--- src/design/sstf_pkg.sv ---
// shared types and constants of the sip server transaction block
`timescale 1ns / 1ps

package sstf_pkg;

   localparam int OP_W    = 3;
   localparam int CODE_W  = 10;
   localparam int KIND_W  = 2;
   localparam int PHASE_W = 2;
   localparam int T1_W    = 12;
   localparam int T2_W    = 15;
   localparam int T4_W    = 15;
   localparam int ADDR_W  = 5;
   localparam int DATA_W  = 32;
   localparam int REG_W   = 3;

   // event operations
   localparam logic [OP_W-1:0] OP_TICK    = 3'd0;
   localparam logic [OP_W-1:0] OP_RESPOND = 3'd1;
   localparam logic [OP_W-1:0] OP_RETRANS = 3'd2;
   localparam logic [OP_W-1:0] OP_ACK     = 3'd3;
   localparam logic [OP_W-1:0] OP_RESTART = 3'd4;

   // what to transmit
   localparam logic [KIND_W-1:0] SEND_NONE  = 2'd0;
   localparam logic [KIND_W-1:0] SEND_GIVEN = 2'd1;
   localparam logic [KIND_W-1:0] SEND_PROV  = 2'd2;
   localparam logic [KIND_W-1:0] SEND_FINAL = 2'd3;

   // register indexes
   localparam logic [REG_W-1:0] REG_IS_INVITE  = 3'd0;
   localparam logic [REG_W-1:0] REG_UNRELIABLE = 3'd1;
   localparam logic [REG_W-1:0] REG_T1         = 3'd2;
   localparam logic [REG_W-1:0] REG_T2         = 3'd3;
   localparam logic [REG_W-1:0] REG_T4         = 3'd4;

   localparam logic [T1_W-1:0] T1_AT_RESET = 12'd500;
   localparam logic [T2_W-1:0] T2_AT_RESET = 15'd4000;
   localparam logic [T4_W-1:0] T4_AT_RESET = 15'd5000;

   typedef struct packed {
      logic            is_invite;
      logic            unreliable_transport;
      logic [T1_W-1:0] t1_ms;
      logic [T2_W-1:0] t2_ms;
      logic [T4_W-1:0] t4_ms;
   } cfg_type;

   typedef struct packed {
      logic [KIND_W-1:0]  send_kind;
      logic [CODE_W-1:0]  send_code;
      logic [PHASE_W-1:0] txn_phase;
      logic               is_terminated;
      logic               terminated_now;
      logic               failed;
      logic               discarded;
   } result_type;

endpackage

--- src/design/sstf_if.sv ---
// request and response channel interfaces
`timescale 1ns / 1ps

interface sstf_req_if import sstf_pkg::*; ();
   logic              valid;
   logic              ready;
   logic [OP_W-1:0]   operation;
   logic [CODE_W-1:0] status_code;

   modport source (output valid, output operation, output status_code, input ready);
   modport sink (input valid, input operation, input status_code, output ready);
endinterface

interface sstf_rsp_if import sstf_pkg::*; ();
   logic               valid;
   logic               ready;
   logic [KIND_W-1:0]  send_kind;
   logic [CODE_W-1:0]  send_code;
   logic [PHASE_W-1:0] txn_phase;
   logic               is_terminated;
   logic               terminated_now;
   logic               failed;
   logic               discarded;

   modport source (output valid, output send_kind, output send_code, output txn_phase,
                   output is_terminated, output terminated_now, output failed,
                   output discarded, input ready);
   modport sink (input valid, input send_kind, input send_code, input txn_phase,
                 input is_terminated, input terminated_now, input failed,
                 input discarded, output ready);
endinterface

--- src/design/sstf_csr.sv ---
// apb register file for the transaction settings
`timescale 1ns / 1ps

module sstf_csr import sstf_pkg::*; (
   input  logic              clock,
   input  logic              reset,
   input  logic              csr_psel,
   input  logic              csr_penable,
   input  logic              csr_pwrite,
   input  logic [ADDR_W-1:0] csr_paddr,
   input  logic [DATA_W-1:0] csr_pwdata,
   output logic [DATA_W-1:0] csr_prdata,
   output logic              csr_pready,
   output cfg_type           cfg
);

   cfg_type          cfg_ff;
   logic             wr_en;
   logic [REG_W-1:0] reg_idx;

   assign csr_pready = 1'b1;
   assign wr_en      = csr_psel && csr_penable && csr_pwrite;
   assign reg_idx    = csr_paddr[ADDR_W-1:2];
   assign cfg        = cfg_ff;

   always_ff @(posedge clock) begin
      if (reset) begin
         cfg_ff.is_invite            <= 1'b1;
         cfg_ff.unreliable_transport <= 1'b1;
         cfg_ff.t1_ms                <= T1_AT_RESET;
         cfg_ff.t2_ms                <= T2_AT_RESET;
         cfg_ff.t4_ms                <= T4_AT_RESET;
      end else if (wr_en) begin
         unique case (reg_idx)
            REG_IS_INVITE:  cfg_ff.is_invite <= csr_pwdata[0];
            REG_UNRELIABLE: cfg_ff.unreliable_transport <= csr_pwdata[0];
            REG_T1:         cfg_ff.t1_ms <= csr_pwdata[T1_W-1:0];
            REG_T2:         cfg_ff.t2_ms <= csr_pwdata[T2_W-1:0];
            REG_T4:         cfg_ff.t4_ms <= csr_pwdata[T4_W-1:0];
            default:        ;
         endcase
      end
   end

   always_comb begin
      unique case (reg_idx)
         REG_IS_INVITE:  csr_prdata = DATA_W'(cfg_ff.is_invite);
         REG_UNRELIABLE: csr_prdata = DATA_W'(cfg_ff.unreliable_transport);
         REG_T1:         csr_prdata = DATA_W'(cfg_ff.t1_ms);
         REG_T2:         csr_prdata = DATA_W'(cfg_ff.t2_ms);
         REG_T4:         csr_prdata = DATA_W'(cfg_ff.t4_ms);
         default:        csr_prdata = '0;
      endcase
   end

endmodule

--- src/design/sstf_engine.sv ---
// transaction state, timers and result register
`timescale 1ns / 1ps

module sstf_engine import sstf_pkg::*; #(
   parameter int TIMER_BITS = 18
) (
   input  logic              clock,
   input  logic              reset,
   input  logic              load,
   input  logic [OP_W-1:0]   operation,
   input  logic [CODE_W-1:0] status_code,
   input  cfg_type           cfg,
   output result_type        result
);

   typedef enum logic [PHASE_W-1:0] {
      PH_PROCEEDING    = 2'd0,
      PH_NI_PROCEEDING = 2'd1,
      PH_COMPLETED     = 2'd2,
      PH_CONFIRMED     = 2'd3
   } phase_type;

   localparam int TMR_G = 0;
   localparam int TMR_H = 1;
   localparam int TMR_L = 2;
   localparam logic [31:0] TMAX = 32'((64'd1 << TIMER_BITS) - 64'd1);

   phase_type             phase_ff, phase_in;
   logic                  ended_ff, ended_in;
   logic [CODE_W-1:0]     prov_ff, prov_in;
   logic [CODE_W-1:0]     final_ff, final_in;
   logic [T2_W-1:0]       interval_ff, interval_in;
   logic [T2_W-1:0]       remain_ff, remain_in;
   logic [TIMER_BITS-1:0] abandon_ff, abandon_in;
   logic [TIMER_BITS-1:0] linger_ff, linger_in;
   logic [2:0]            run_ff, run_in;
   result_type            res_ff, res_in;

   logic [31:0]           hold_wide;
   logic [TIMER_BITS-1:0] hold;
   logic [TIMER_BITS-1:0] t4_tmr;
   logic [T2_W:0]         dbl;
   logic [T2_W-1:0]       next_interval;

   // 64 * t1 saturated to the timer width
   assign hold_wide = {14'd0, cfg.t1_ms, 6'd0};
   assign hold      = (hold_wide > TMAX) ? TMAX[TIMER_BITS-1:0]
                                         : hold_wide[TIMER_BITS-1:0];
   assign t4_tmr    = TIMER_BITS'(cfg.t4_ms);
   assign dbl       = {interval_ff, 1'b0};
   assign next_interval = (dbl < {1'b0, cfg.t2_ms}) ? dbl[T2_W-1:0] : cfg.t2_ms;

   always_comb begin
      logic      inv;
      logic      prov;
      logic      term;
      phase_type p;

      inv  = cfg.is_invite;
      prov = (status_code >= 10'd100) && (status_code <= 10'd199);
      term = 1'b0;
      p    = phase_ff;
      if (inv && p == PH_NI_PROCEEDING) p = PH_PROCEEDING;
      if (!inv && p == PH_CONFIRMED && !ended_ff) p = PH_COMPLETED;

      phase_in    = phase_ff;
      ended_in    = ended_ff;
      prov_in     = prov_ff;
      final_in    = final_ff;
      interval_in = interval_ff;
      remain_in   = remain_ff;
      abandon_in  = abandon_ff;
      linger_in   = linger_ff;
      run_in      = run_ff;
      res_in      = '0;

      unique case (operation)
         OP_TICK: begin
            if (!ended_ff) begin
               if (run_ff[TMR_H]) begin
                  if (abandon_ff <= TIMER_BITS'(1)) begin
                     res_in.failed = 1'b1;
                     term = 1'b1;
                  end else begin
                     abandon_in = abandon_ff - TIMER_BITS'(1);
                  end
               end
               if (!term && run_ff[TMR_L]) begin
                  if (linger_ff <= TIMER_BITS'(1)) begin
                     term = 1'b1;
                  end else begin
                     linger_in = linger_ff - TIMER_BITS'(1);
                  end
               end
               if (!term && run_ff[TMR_G]) begin
                  if (remain_ff <= T2_W'(1)) begin
                     res_in.send_kind = SEND_FINAL;
                     res_in.send_code = final_ff;
                     interval_in = next_interval;
                     remain_in   = next_interval;
                  end else begin
                     remain_in = remain_ff - T2_W'(1);
                  end
               end
            end
         end
         OP_RESPOND: begin
            if (status_code == '0) begin
               // no response given
            end else if (ended_ff || status_code < 10'd100 || status_code > 10'd699 ||
                         p == PH_COMPLETED || p == PH_CONFIRMED) begin
               res_in.discarded = 1'b1;
            end else begin
               res_in.send_kind = SEND_GIVEN;
               res_in.send_code = status_code;
               if (prov) begin
                  prov_in = status_code;
                  if (!inv) phase_in = PH_NI_PROCEEDING;
               end else begin
                  final_in = status_code;
                  if (inv && status_code <= 10'd299) begin
                     term = 1'b1;
                  end else begin
                     phase_in = PH_COMPLETED;
                     if (inv) begin
                        abandon_in    = hold;
                        run_in[TMR_H] = 1'b1;
                        if (cfg.unreliable_transport) begin
                           interval_in   = T2_W'(cfg.t1_ms);
                           remain_in     = T2_W'(cfg.t1_ms);
                           run_in[TMR_G] = 1'b1;
                        end
                     end else begin
                        linger_in     = cfg.unreliable_transport ? hold : '0;
                        run_in[TMR_L] = 1'b1;
                     end
                  end
               end
            end
         end
         OP_RETRANS: begin
            if (ended_ff || (inv && p == PH_CONFIRMED) || (!inv && p == PH_PROCEEDING)) begin
               res_in.discarded = 1'b1;
            end else if (p == PH_COMPLETED) begin
               res_in.send_kind = SEND_FINAL;
               res_in.send_code = final_ff;
            end else if (prov_ff != '0) begin
               res_in.send_kind = SEND_PROV;
               res_in.send_code = prov_ff;
            end
         end
         OP_ACK: begin
            if (ended_ff || !inv || p == PH_PROCEEDING) begin
               res_in.discarded = 1'b1;
            end else if (p == PH_COMPLETED) begin
               // confirmed: timer i takes over
               phase_in      = PH_CONFIRMED;
               run_in        = '0;
               run_in[TMR_L] = 1'b1;
               remain_in     = '0;
               abandon_in    = '0;
               linger_in     = cfg.unreliable_transport ? t4_tmr : '0;
            end
         end
         OP_RESTART: begin
            phase_in    = PH_PROCEEDING;
            ended_in    = 1'b0;
            prov_in     = '0;
            final_in    = '0;
            interval_in = '0;
            remain_in   = '0;
            abandon_in  = '0;
            linger_in   = '0;
            run_in      = '0;
         end
         default: res_in.discarded = 1'b1;
      endcase

      if (term) begin
         phase_in   = PH_CONFIRMED;
         ended_in   = 1'b1;
         run_in     = '0;
         remain_in  = '0;
         abandon_in = '0;
         linger_in  = '0;
         res_in.terminated_now = 1'b1;
      end

      res_in.txn_phase     = ended_in ? PHASE_W'(PH_CONFIRMED) : PHASE_W'(phase_in);
      res_in.is_terminated = ended_in;
   end

   always_ff @(posedge clock) begin
      if (reset) begin
         phase_ff    <= PH_PROCEEDING;
         ended_ff    <= 1'b0;
         prov_ff     <= '0;
         final_ff    <= '0;
         interval_ff <= '0;
         remain_ff   <= '0;
         abandon_ff  <= '0;
         linger_ff   <= '0;
         run_ff      <= '0;
      end else if (load) begin
         phase_ff    <= phase_in;
         ended_ff    <= ended_in;
         prov_ff     <= prov_in;
         final_ff    <= final_in;
         interval_ff <= interval_in;
         remain_ff   <= remain_in;
         abandon_ff  <= abandon_in;
         linger_ff   <= linger_in;
         run_ff      <= run_in;
         res_ff      <= res_in;
      end
   end

   assign result = res_ff;

   a_ended_no_timers: assert property (@(posedge clock) disable iff (reset)
      ended_ff |-> (run_ff == '0))
      else $error("timer still running after termination");

   a_ended_phase: assert property (@(posedge clock) disable iff (reset)
      ended_ff |-> (phase_ff == PH_CONFIRMED))
      else $error("terminated with a live phase");

   a_fail_ends: assert property (@(posedge clock) disable iff (reset)
      load |=> (!res_ff.failed || (res_ff.terminated_now && res_ff.is_terminated)))
      else $error("failure reported without termination");

   a_discard_silent: assert property (@(posedge clock) disable iff (reset)
      load |=> (!res_ff.discarded || res_ff.send_kind == SEND_NONE))
      else $error("discarded event still sends");

endmodule

--- src/design/sip_server_transaction_fsm_core.sv ---
// top level of the sip server transaction block
//
//   channel | direction | handshake     | payload
//   req     | in        | valid / ready | operation, status_code
//   rsp     | out       | valid / ready | send_kind, send_code, txn_phase, flags
//   csr     | in        | apb write     | is_invite, unreliable_transport, t1/t2/t4
//
// one beat in per cycle sustained while rsp is not stalled; an accepted beat is held in the input register
// then goes through one update into the result register, from which it is offered on rsp
// reset clears the handshake and transaction state, settings return to their defaults
// a stalled rsp holds its beat while the next req beat waits in the input register
`timescale 1ns / 1ps

module sip_server_transaction_fsm_core import sstf_pkg::*; #(
   parameter int TIMER_BITS = 18
) (
   input  logic              clock,
   input  logic              reset,
   sstf_req_if.sink          req,
   sstf_rsp_if.source        rsp,
   input  logic              csr_psel,
   input  logic              csr_penable,
   input  logic              csr_pwrite,
   input  logic [ADDR_W-1:0] csr_paddr,
   input  logic [DATA_W-1:0] csr_pwdata,
   output logic [DATA_W-1:0] csr_prdata,
   output logic              csr_pready
);

   cfg_type           cfg;
   result_type        result;

   // input register
   logic              in_valid_ff, in_valid_in;
   logic [OP_W-1:0]   op_ff;
   logic [CODE_W-1:0] code_ff;

   // result register occupancy
   logic              out_valid_ff, out_valid_in;

   logic              advance;
   logic              load;
   logic              take;

   sstf_csr u_csr (
      .clock       (clock),
      .reset       (reset),
      .csr_psel    (csr_psel),
      .csr_penable (csr_penable),
      .csr_pwrite  (csr_pwrite),
      .csr_paddr   (csr_paddr),
      .csr_pwdata  (csr_pwdata),
      .csr_prdata  (csr_prdata),
      .csr_pready  (csr_pready),
      .cfg         (cfg)
   );

   // result slot frees up when empty or being drained
   assign advance   = !out_valid_ff || rsp.ready;
   // held beat moves through the update into the result register
   assign load      = in_valid_ff && advance;
   assign req.ready = !in_valid_ff || advance;
   assign take      = req.valid && req.ready;

   always_comb begin
      in_valid_in  = take ? 1'b1 : (load ? 1'b0 : in_valid_ff);
      out_valid_in = load ? 1'b1 : (rsp.ready ? 1'b0 : out_valid_ff);
   end

   always_ff @(posedge clock) begin
      if (reset) begin
         in_valid_ff  <= 1'b0;
         out_valid_ff <= 1'b0;
      end else begin
         in_valid_ff  <= in_valid_in;
         out_valid_ff <= out_valid_in;
      end
   end

   // payload capture, no reset needed
   always_ff @(posedge clock) begin
      if (take) begin
         op_ff   <= req.operation;
         code_ff <= req.status_code;
      end
   end

   sstf_engine #(
      .TIMER_BITS (TIMER_BITS)
   ) u_engine (
      .clock       (clock),
      .reset       (reset),
      .load        (load),
      .operation   (op_ff),
      .status_code (code_ff),
      .cfg         (cfg),
      .result      (result)
   );

   assign rsp.valid          = out_valid_ff;
   assign rsp.send_kind      = result.send_kind;
   assign rsp.send_code      = result.send_code;
   assign rsp.txn_phase      = result.txn_phase;
   assign rsp.is_terminated  = result.is_terminated;
   assign rsp.terminated_now = result.terminated_now;
   assign rsp.failed         = result.failed;
   assign rsp.discarded      = result.discarded;

   a_load_fills: assert property (@(posedge clock) disable iff (reset)
      load |=> out_valid_ff)
      else $error("update lost its result beat");

   a_empty_ready: assert property (@(posedge clock) disable iff (reset)
      !in_valid_ff |-> req.ready)
      else $error("empty input register refuses a beat");

   a_no_overwrite: assert property (@(posedge clock) disable iff (reset)
      (out_valid_ff && !rsp.ready) |-> !load)
      else $error("stalled result beat overwritten");

endmodule
--- src/flat_wrapper.sv ---
// flat-port wrapper written by rule: the top's interface ports become plain ports
module sip_server_transaction_fsm_core_flat import sstf_pkg::*;
#(
   parameter int TIMER_BITS = 18
)
  (clock, reset, csr_psel, csr_penable, csr_pwrite, csr_paddr, csr_pwdata, csr_prdata, csr_pready, req_valid, req_operation, req_status_code, req_ready, rsp_valid, rsp_send_kind, rsp_send_code, rsp_txn_phase, rsp_is_terminated, rsp_terminated_now, rsp_failed, rsp_discarded, rsp_ready);
  sstf_req_if req_i ();
  sstf_rsp_if rsp_i ();
  input  logic clock;
  input  logic reset;
  input  logic csr_psel;
  input  logic csr_penable;
  input  logic csr_pwrite;
  input  logic [ADDR_W-1:0] csr_paddr;
  input  logic [DATA_W-1:0] csr_pwdata;
  output logic [DATA_W-1:0] csr_prdata;
  output logic csr_pready;
  input wire logic [$bits(req_i.valid)-1:0] req_valid;
  input wire logic [$bits(req_i.operation)-1:0] req_operation;
  input wire logic [$bits(req_i.status_code)-1:0] req_status_code;
  output wire logic [$bits(req_i.ready)-1:0] req_ready;
  output wire logic [$bits(rsp_i.valid)-1:0] rsp_valid;
  output wire logic [$bits(rsp_i.send_kind)-1:0] rsp_send_kind;
  output wire logic [$bits(rsp_i.send_code)-1:0] rsp_send_code;
  output wire logic [$bits(rsp_i.txn_phase)-1:0] rsp_txn_phase;
  output wire logic [$bits(rsp_i.is_terminated)-1:0] rsp_is_terminated;
  output wire logic [$bits(rsp_i.terminated_now)-1:0] rsp_terminated_now;
  output wire logic [$bits(rsp_i.failed)-1:0] rsp_failed;
  output wire logic [$bits(rsp_i.discarded)-1:0] rsp_discarded;
  input wire logic [$bits(rsp_i.ready)-1:0] rsp_ready;
  assign req_i.valid = req_valid;
  assign req_i.operation = req_operation;
  assign req_i.status_code = req_status_code;
  assign req_ready = req_i.ready;
  assign rsp_valid = rsp_i.valid;
  assign rsp_send_kind = rsp_i.send_kind;
  assign rsp_send_code = rsp_i.send_code;
  assign rsp_txn_phase = rsp_i.txn_phase;
  assign rsp_is_terminated = rsp_i.is_terminated;
  assign rsp_terminated_now = rsp_i.terminated_now;
  assign rsp_failed = rsp_i.failed;
  assign rsp_discarded = rsp_i.discarded;
  assign rsp_i.ready = rsp_ready;
  sip_server_transaction_fsm_core #(.TIMER_BITS(TIMER_BITS)) u_core (.clock(clock), .reset(reset), .req(req_i), .rsp(rsp_i), .csr_psel(csr_psel), .csr_penable(csr_penable), .csr_pwrite(csr_pwrite), .csr_paddr(csr_paddr), .csr_pwdata(csr_pwdata), .csr_prdata(csr_prdata), .csr_pready(csr_pready));
endmodule
--- config.mk ---
export PLATFORM = sky130hd
export DESIGN_NAME = sip_server_transaction_fsm_core_flat
export DESIGN_NICKNAME = d
export VERILOG_FILES = /design/src/design/sstf_pkg.sv /design/src/design/sstf_if.sv /design/src/design/sstf_csr.sv /design/src/design/sstf_engine.sv /design/src/design/sip_server_transaction_fsm_core.sv /design/src/flat_wrapper.sv
export SDC_FILE = /design/constraint.sdc
export NUM_CORES = 1
export LEC_CHECK = 0
export BUFFER_PORTS_ARGS = -buffer_cell sky130_fd_sc_hd__buf_2
export CORE_MARGIN = 3
export CORE_UTILIZATION = 49
export CTS_CLUSTER_DIAMETER = 150
export CTS_CLUSTER_SIZE = 40
export DETAILED_ROUTE_END_ITERATION = 7
export PLACE_DENSITY = 0.73
export SLEW_MARGIN = 10
export SYNTH_ARGS = -nofsm -noshare
export SYNTH_HDL_FRONTEND = slang
export SYNTH_SLANG_ARGS = --single-unit
--- constraint.sdc ---
create_clock -name clock -period 3.4 [get_ports clock]
set_clock_uncertainty 0.1 [all_clocks]
set_input_delay 0.34 -clock clock [delete_from_list [all_inputs] [get_ports clock]]
set_output_delay 0.34 -clock clock [all_outputs]
set_load 0.1 [all_outputs]
==> metrics.md, run 1 <==
| Metric | Value |
|---|---|
| Status | `finished clean` |
| Clk Latency, worst-skew pair | `about 0.44 ns` |
| Reg-to-reg startpoint | `u_core.op_ff[0]` |
| Drt initial violations | `862` |
| CTS max path bufs | `2` |
| Crit path required time | `3.67 ns` |
| CTS tree | `done` |
| Final setup viols | `0` |
| GRT Overall Usage | `25.56%` |
| Max H-tree Level | `4` |
| Worst rel slew slack | `44.62%` |
| Number of synthesized flops with an enable pin | `31` |
| Leading register cell type out of synthesis | `dfxtp_1` |
| CP startpoint | `u_core.op_ff[0]` |
| Vias in the first global route | `8189` |
| Die H | `143.3 um` |
| CTS Sinks | `169` |
| CP endpoint kind | `flip-flop` |
| PortBufs | `72` |
| Slew @ Worst Pin | `0.8306 ns` |
| Worst Path Arrival | `about 3.4 ns` |
| DRT Pass-1 Iters | `8` |
| Post-synthesis sequential area ratio | `39.98%` |
| Via-to-Cell Ratio | `6.091` |
| First-pass GRT wire length | `42.46 mm` |
| Final Hold Viols | `0` |
| Routed WL | `25.96 mm` |
| Setup WS pre-CTS | `0.3094 ns` |
| Max incr delay on CP | `0.66 ns` |
| Root buf cell | `clkbuf_16` |
| Critical Path Stages | `7` |
| Layout cell share with drive strength beyond 1 | `14.59%` |
| Maximum capacitance violations | `0` |
| Worst R2R Setup Slack | `0.25 ns` |
| DRC | `0` |
| RSZ-0062 raised after global routing | `false` |
| Crit path max fanout | `17` |
| Setup_tns | `0 ns` |
| Worst path buffer plus inverter count | `0` |
| Vias | `roughly 8800` |
| Grt total ovfl | `0` |
| Final worst slack | `0.2481 ns` |
| Routed Antenna Nets | `0` |
| Full die area | `between 20000 and 25000 um2` |
| Fmax | `317.3 MHz` |
| Critical path class | `reg -> reg` |
| Leakage | `4.160 nW` |
| Critical path's slowest cell | `edfxtp_1` |
| Synth unique cells | `between 70 and 80` |
| Initial antenna violation count | `0` |
| Synth warn | `0` |
| Die Wd | `143.3 um` |
| Area growth from synthesis to layout | `14.57%` |
| Peak VDD IR | `0.4640 mV` |
| Commonest non-fill, non-tap cell in the layout | `nand2_1` |
| # IOs | `110` |
| Wire per inst | `17.92 um` |
| Core box area | `18270 um2` |
| PwrDens | `488.7 nW/um2` |
| Ant. Diodes | `0` |
| Post-DP HPWL | `18.32 mm` |
| CP top delay family | `simple AND/OR/NAND/NOR gates` |
| Setup crit start kind | `flip-flop` |
| Std-Cell Rows | `49` |
| Crit path time final | `between 3 and 4 ns` |
| Fin. max-slew vios | `0` |
| Clock transition at path regs | `~0.070 ns` |
| R2r worst-path depth | `7` |
| Hold Path Class | `in -> reg` |
| Starting Density | `between 50% and 60%` |
| Worst-path cell chain | `or3b_2 > nand2_1 > o221ai_1 > a21oi_1 > nand3_1 > nor3_2 > a31o_2` |
| Pin count of the biggest net entering global routing | `42` |
| Most frequent cells in the layout | `187 x nand2_1, 138 x dfxtp_1, 106 x a21oi_1` |
| Post-synthesis register bit count | `169` |
| Fin crit share | `92.70%` |
| Mapped Avg Cell Area | `8.146 um2` |
| CTS Buf Count | `17` |
| Crit path to | `u_core.u_engine.remain_ff[12]` |
| Leading area contributor after synthesis | `dfxtp_1` |
| R2r endpoint | `u_core.u_engine.remain_ff[12]` |
| Area share of the largest cell type after synthesis | `29.91%` |
| Placer Congestion | `around 0.89` |
| Mapped Cells | `1134` |
| Fin nets | `1284` |
| Top post-synthesis cells by area | `dfxtp_1 30%, edfxtp_1 10%, nand2_1 7.6%` |
| Ys async rst share | `0%` |
| Post-synthesis instance area | `9238 um2` |
==> cells in the mapped netlist (14+ instances only) <==
cell,number
nand2_1,187
dfxtp_1,138
a21oi_1,106
nor2_1,89
clkbuf_1,57
nand3_1,55
o21ai_0,46
nor3_1,41
inv_1,36
mux2i_1,32
edfxtp_1,31
buf_4,20
ha_1,20
or3_1,17
xor2_1,16
a222oi_1,15
o211ai_1,15
nor4_1,14
==> sequential cells by signal (all words and copies together) (netlist names) <==
register,flops
u_core.code_ff,10
u_core.u_engine.linger_ff,18
u_core.u_engine.interval_ff,15
u_core.u_engine.abandon_ff,18
u_core.u_engine.result,18
u_core.in_valid_ff,1
u_core.u_engine.remain_ff,15
u_core.u_engine.run_ff,3
u_core.rsp.valid,1
u_core.op_ff,3
u_core.u_engine.final_ff,10
u_core.u_engine.phase_ff,2
u_core.u_csr.cfg,44
u_core.u_engine.ended_ff,1
u_core.u_engine.prov_ff,10
==> layer usage <==
layer	wire (um)	up-vias	track usage, %
li1	-	4206	-
met1	11430	4193	36.05
met2	11940	384	40.18
met3	2027	43	4.493
met4	563	0	8.077
met5	0	-	0
==> cells by family (layout without fill, tap and decap cells) <==
kind of cell / count (synthesis) / in the layout / share of synthesized area, %
simple gates: 484 / 484 / 25.07
compound gates: 270 / 270 / 19.63
flops: 169 / 169 / 39.98
buf+inv: 128 / 198 / 6.163
mux: 33 / 33 / 3.711
xor+xnor: 28 / 28 / 2.655
fa+ha+maj: 20 / 20 / 2.709
other cells: 2 / 18 / 0.08130
==> worst min-delay path by stage <==
stage          cells past startpoint                     endpoint  slack, ns                         from
3_3_place_gp                       2  u_core.u_engine.final_ff[8]       0.34  u_core.u_engine.final_ff[8]
4_1_cts                            3         u_core.u_csr.cfg[12]       0.02               csr_pwdata[12]
5_1_grt                            3         u_core.u_csr.cfg[28]       0.05               csr_pwdata[13]
3_5_place_dp                       2  u_core.u_engine.final_ff[9]       0.35  u_core.u_engine.final_ff[9]
2_1_floorplan                      2  u_core.u_engine.final_ff[8]       0.33  u_core.u_engine.final_ff[8]
6_report                           3         u_core.u_csr.cfg[12]       0.03               csr_pwdata[12]
==> stage by stage <==
stage	utilization, %	cell area (um2)	hold WS, ns	power, mW	cells
5_1_grt	57.93	10580	0.04622	5.396	1449
2_1_floorplan	-	9298	0.3316	3.047	1150
3_5_place_dp	54.02	9869	0.3459	3.285	1404
3_3_place_gp	54.02	9869	0.3386	3.276	1404
6_report	57.93	10580	0.03393	5.173	1449
4_1_cts	57.93	10580	0.02182	5.185	1449
==> cell type report <==
class,count,area (um2)
Clock buffer,17,425.4
Inverter,37,141.4
Clock inverter,15,158.9
Tap cell,229,286.5
Timing Repair Buffer,129,835.8
Multi-Input combinational cell,853,5042
Fill cell,1657,7686
Sequential cell,169,3694
==> power breakdown <==
part	internal [mW]	switching, mW	leakage, nW
combinational	0.361	0.741	2.48
clock	0.981	0.918	0.278
sequential	2.10	0.0701	1.40
==> worst register-to-register path, delay by kind of cell, from the launching register on <==
kind,cells,cell delay (ns)
AO/OA/AOI/OAI,3,0.75
flip-flops,1,0.66
AND/OR/NAND/NOR,4,1.58
==> what timing repair did <==
action / CTS / global route
endpoints found under the hold margin: 13 / 0
hold buffers: 13 / 0
resized for setup: 0 / 0
setup buffers: 0 / 0
(Power assumes the default switching activity.)
==> run 2, diff against run 1 <==
- clock period: 3.4 -> 3.5 ns (I/O delays scaled with it)
==> metrics.md, run 2 (same netlist as run 1, synthesis figures left out) <==
| Metric | Value |
|---|---|
| Status | `finished clean` |
| Vias in the first global route | `8061 (-1.6%)` |
| CTS Buf Count | `17 (unchanged)` |
| Sequential fraction of design power | `41.3% (-0.7 points)` |
| Via-to-Cell Ratio | `5.996 (-1.6%)` |
| Routed Antenna Nets | `0 (unchanged)` |
| Setup WS pre-CTS | `0.3547 ns (+0.04532 ns)` |
| Grt total ovfl | `0 (unchanged)` |
| Critical Path Stages | `7 (unchanged)` |
| CTS max path bufs | `2 (unchanged)` |
| Routed WL | `25.82 mm (-0.55%)` |
| Hold Path Class | `in -> reg` |
| R2r worst-path depth | `7 (unchanged)` |
| Area of the multi-input gates | `5042 um2 (unchanged)` |
| Slew @ Worst Pin | `0.8715 ns (+0.04085 ns)` |
| Worst rel slew slack | `41.90% (-2.7 points)` |
| Critical path's slowest cell | `a21oi_1` |
| CTS tree | `done` |
| Clk Latency, worst-skew pair | `0.43 ns (about the same)` |
| Fin nets | `1284 (unchanged)` |
| R2r endpoint | `u_core.u_engine.interval_ff[12]` |
| Filler instances | `1638 (-1.1%)` |
| Worst Path Arrival | `3.45 ns (+0.02 ns)` |
| CP endpoint kind | `flip-flop` |
| Most frequent cells in the layout | `187 x nand2_1, 138 x dfxtp_1, 106 x a21oi_1` |
| Initial antenna violation count | `0 (unchanged)` |
| HP Start | `req_status_code[7]` |
| Maximum capacitance violations | `0 (unchanged)` |
| Final worst slack | `0.3102 ns (+0.06209 ns)` |
| Comb pwr share | `20.9% (-0.4 points)` |
| Worst path buffer plus inverter count | `0 (unchanged)` |
| # IOs | `110 (unchanged)` |
| Placer Congestion | `0.8800 (-1.3%)` |
| Final setup viols | `0 (unchanged)` |
| Wire per inst | `17.82 um (-0.55%)` |
| Hold Path Cell Cnt | `1 (-2)` |
| Die Wd | `143.3 um (unchanged)` |
| First-pass GRT wire length | `41.95 mm (-1.2%)` |
| Reg-to-reg startpoint | `u_core.code_ff[2]` |
| Hold WS | `0.01626 ns (-0.01767 ns)` |
| Setup_tns | `0 ns (unchanged)` |
| Final Hold Viols | `0 (unchanged)` |
| Drt initial violations | `903 (+4.8%)` |
| Setup repair bufs after CTS | `0 (unchanged)` |
| Crit path required time | `3.76 ns (+0.09 ns)` |
| Die H | `143.3 um (unchanged)` |
| Leakage | `4.179 nW (+0.45%)` |
| CP startpoint | `u_core.code_ff[2]` |
| Pin count of the biggest net entering global routing | `61 (+45%)` |
| DRT Pass-1 Iters | `8 (unchanged)` |
| CP top delay family | `compound AO/OA/AOI/OAI gates` |
| PortBufs | `72 (unchanged)` |
| CTS Sinks | `169 (unchanged)` |
| Sequential Area | `3694 um2 (unchanged)` |
| Core box area | `18270 um2 (unchanged)` |
| DRC | `0 (unchanged)` |
| Total internal power | `3.410 mW (-0.97%)` |
| Layout cell share with drive strength beyond 1 | `14.67% (+0.082 points)` |
| Clock transition at path regs | `0.07 ns (about the same)` |
| Starting Density | `50.56% (unchanged)` |
| Root buf cell | `clkbuf_16` |
| Max reg flops | `44 (unchanged)` |
| Sw power | `1.684 mW (-2.6%)` |
| Crit path time final | `3.190 ns (+0.03791 ns)` |
| Hold endpoint | `u_core.code_ff[7]` |
| Worst-path cell chain | `o311a_1 > o211ai_1 > nand4_1 > a21oi_1 > nand4b_2 > or3_1 > a21oi_1` |
| Vias | `8688 (-1.6%)` |
| Sw Ratio | `33.05% (-0.37 points)` |
| Setup crit start kind | `flip-flop` |
| Crit-path most repeated cell | `a21oi_1` |
| Fmax | `313.5 MHz (-1.2%)` |
| Critical path class | `reg -> reg` |
| Area growth from synthesis to layout | `14.68% (about the same)` |
| PwrDens | `480.8 nW/um2 (-1.6%)` |
| Peak VDD IR | `0.3289 mV (-29%)` |
| Full die area | `20540 um2 (unchanged)` |
| Worst R2R Setup Slack | `0.31 ns (+0.06 ns)` |
| Fin. max-slew vios | `0 (unchanged)` |
| Std-Cell Rows | `49 (unchanged)` |
| GRT Overall Usage | `25.35% (-0.21 points)` |
| Fin crit share | `91.14% (-1.6 points)` |
| RSZ-0062 raised after global routing | `false` |
| Max H-tree Level | `4 (unchanged)` |
| Post-DP HPWL | `18.05 mm (-1.5%)` |
| Ant. Diodes | `0 (unchanged)` |
| Clock share of power | `37.8% (+1.1 points)` |
| Crit path max fanout | `15 (-2)` |
| Max incr delay on CP | `0.58 ns (-0.08 ns)` |
| Commonest non-fill, non-tap cell in the layout | `nand2_1` |
run 2: power groups by stage:
stage | clock network (mW) | registers (mW) | logic [mW]
6_report | 1.93 | 2.10 | 1.06
5_1_grt | 2.02 | 2.11 | 1.15
4_1_cts | 1.94 | 2.10 | 1.05
3_5_place_dp | 0 | 2.15 | 1.03
3_3_place_gp | 0 | 2.14 | 1.03
2_1_floorplan | 0 | 2.18 | 0.775
run 2: area by class of cell:
class	instances	area share [%]
Multi-Input combinational cell	853	47.60
Sequential cell	169	34.86
Timing Repair Buffer	129	7.866
Clock buffer	17	4.016
Tap cell	229	2.705
Clock inverter	15	1.618
Inverter	37	1.335
run 2: stage by stage:
stage	area (um2)	total power [mW]	cells	util, %
after floorplan	9298	2.959	1150	-
after CTS	10590	5.100	1449	57.99
final	10590	5.094	1449	57.99
after global routing	10590	5.283	1449	57.99
after detailed placement	9877	3.180	1405	54.06
after global placement	9877	3.171	1405	54.06
run 2: worst max-delay path by stage:
stage / end / slack [ns]
global route: u_core.u_engine.linger_ff[8] / 0.18
finish: u_core.u_engine.interval_ff[12] / 0.31
CTS: u_core.u_engine.interval_ff[12] / 0.34
floorplan: csr_prdata[1] / 0.15
global placement: u_core.u_engine.interval_ff[13] / 0.40
detailed placement: u_core.u_engine.interval_ff[12] / 0.35
run 2: worst register-to-register path, stage by stage (launching register included):
cell and delay (ns):
edfxtp_1 0.38, o311a_1 0.38, o211ai_1 0.27, nand4_1 0.21, a21oi_1 0.58, nand4b_2 0.55
or3_1 0.50, a21oi_1 0.14
run 2: metal layers:
layer	vias up	track usage, %	wire length [um]
li1	4197	-	-
met1	4044	35.66	11440
met2	404	39.86	11740
met3	43	4.193	2049
met4	0	8.573	595
met5	-	0	0
run 2: timing repair:
action | in CTS | in global routing
gates resized for setup | 0 | 0
hold buffers | 12 | 0
hold endpoints to repair | 12 | 0
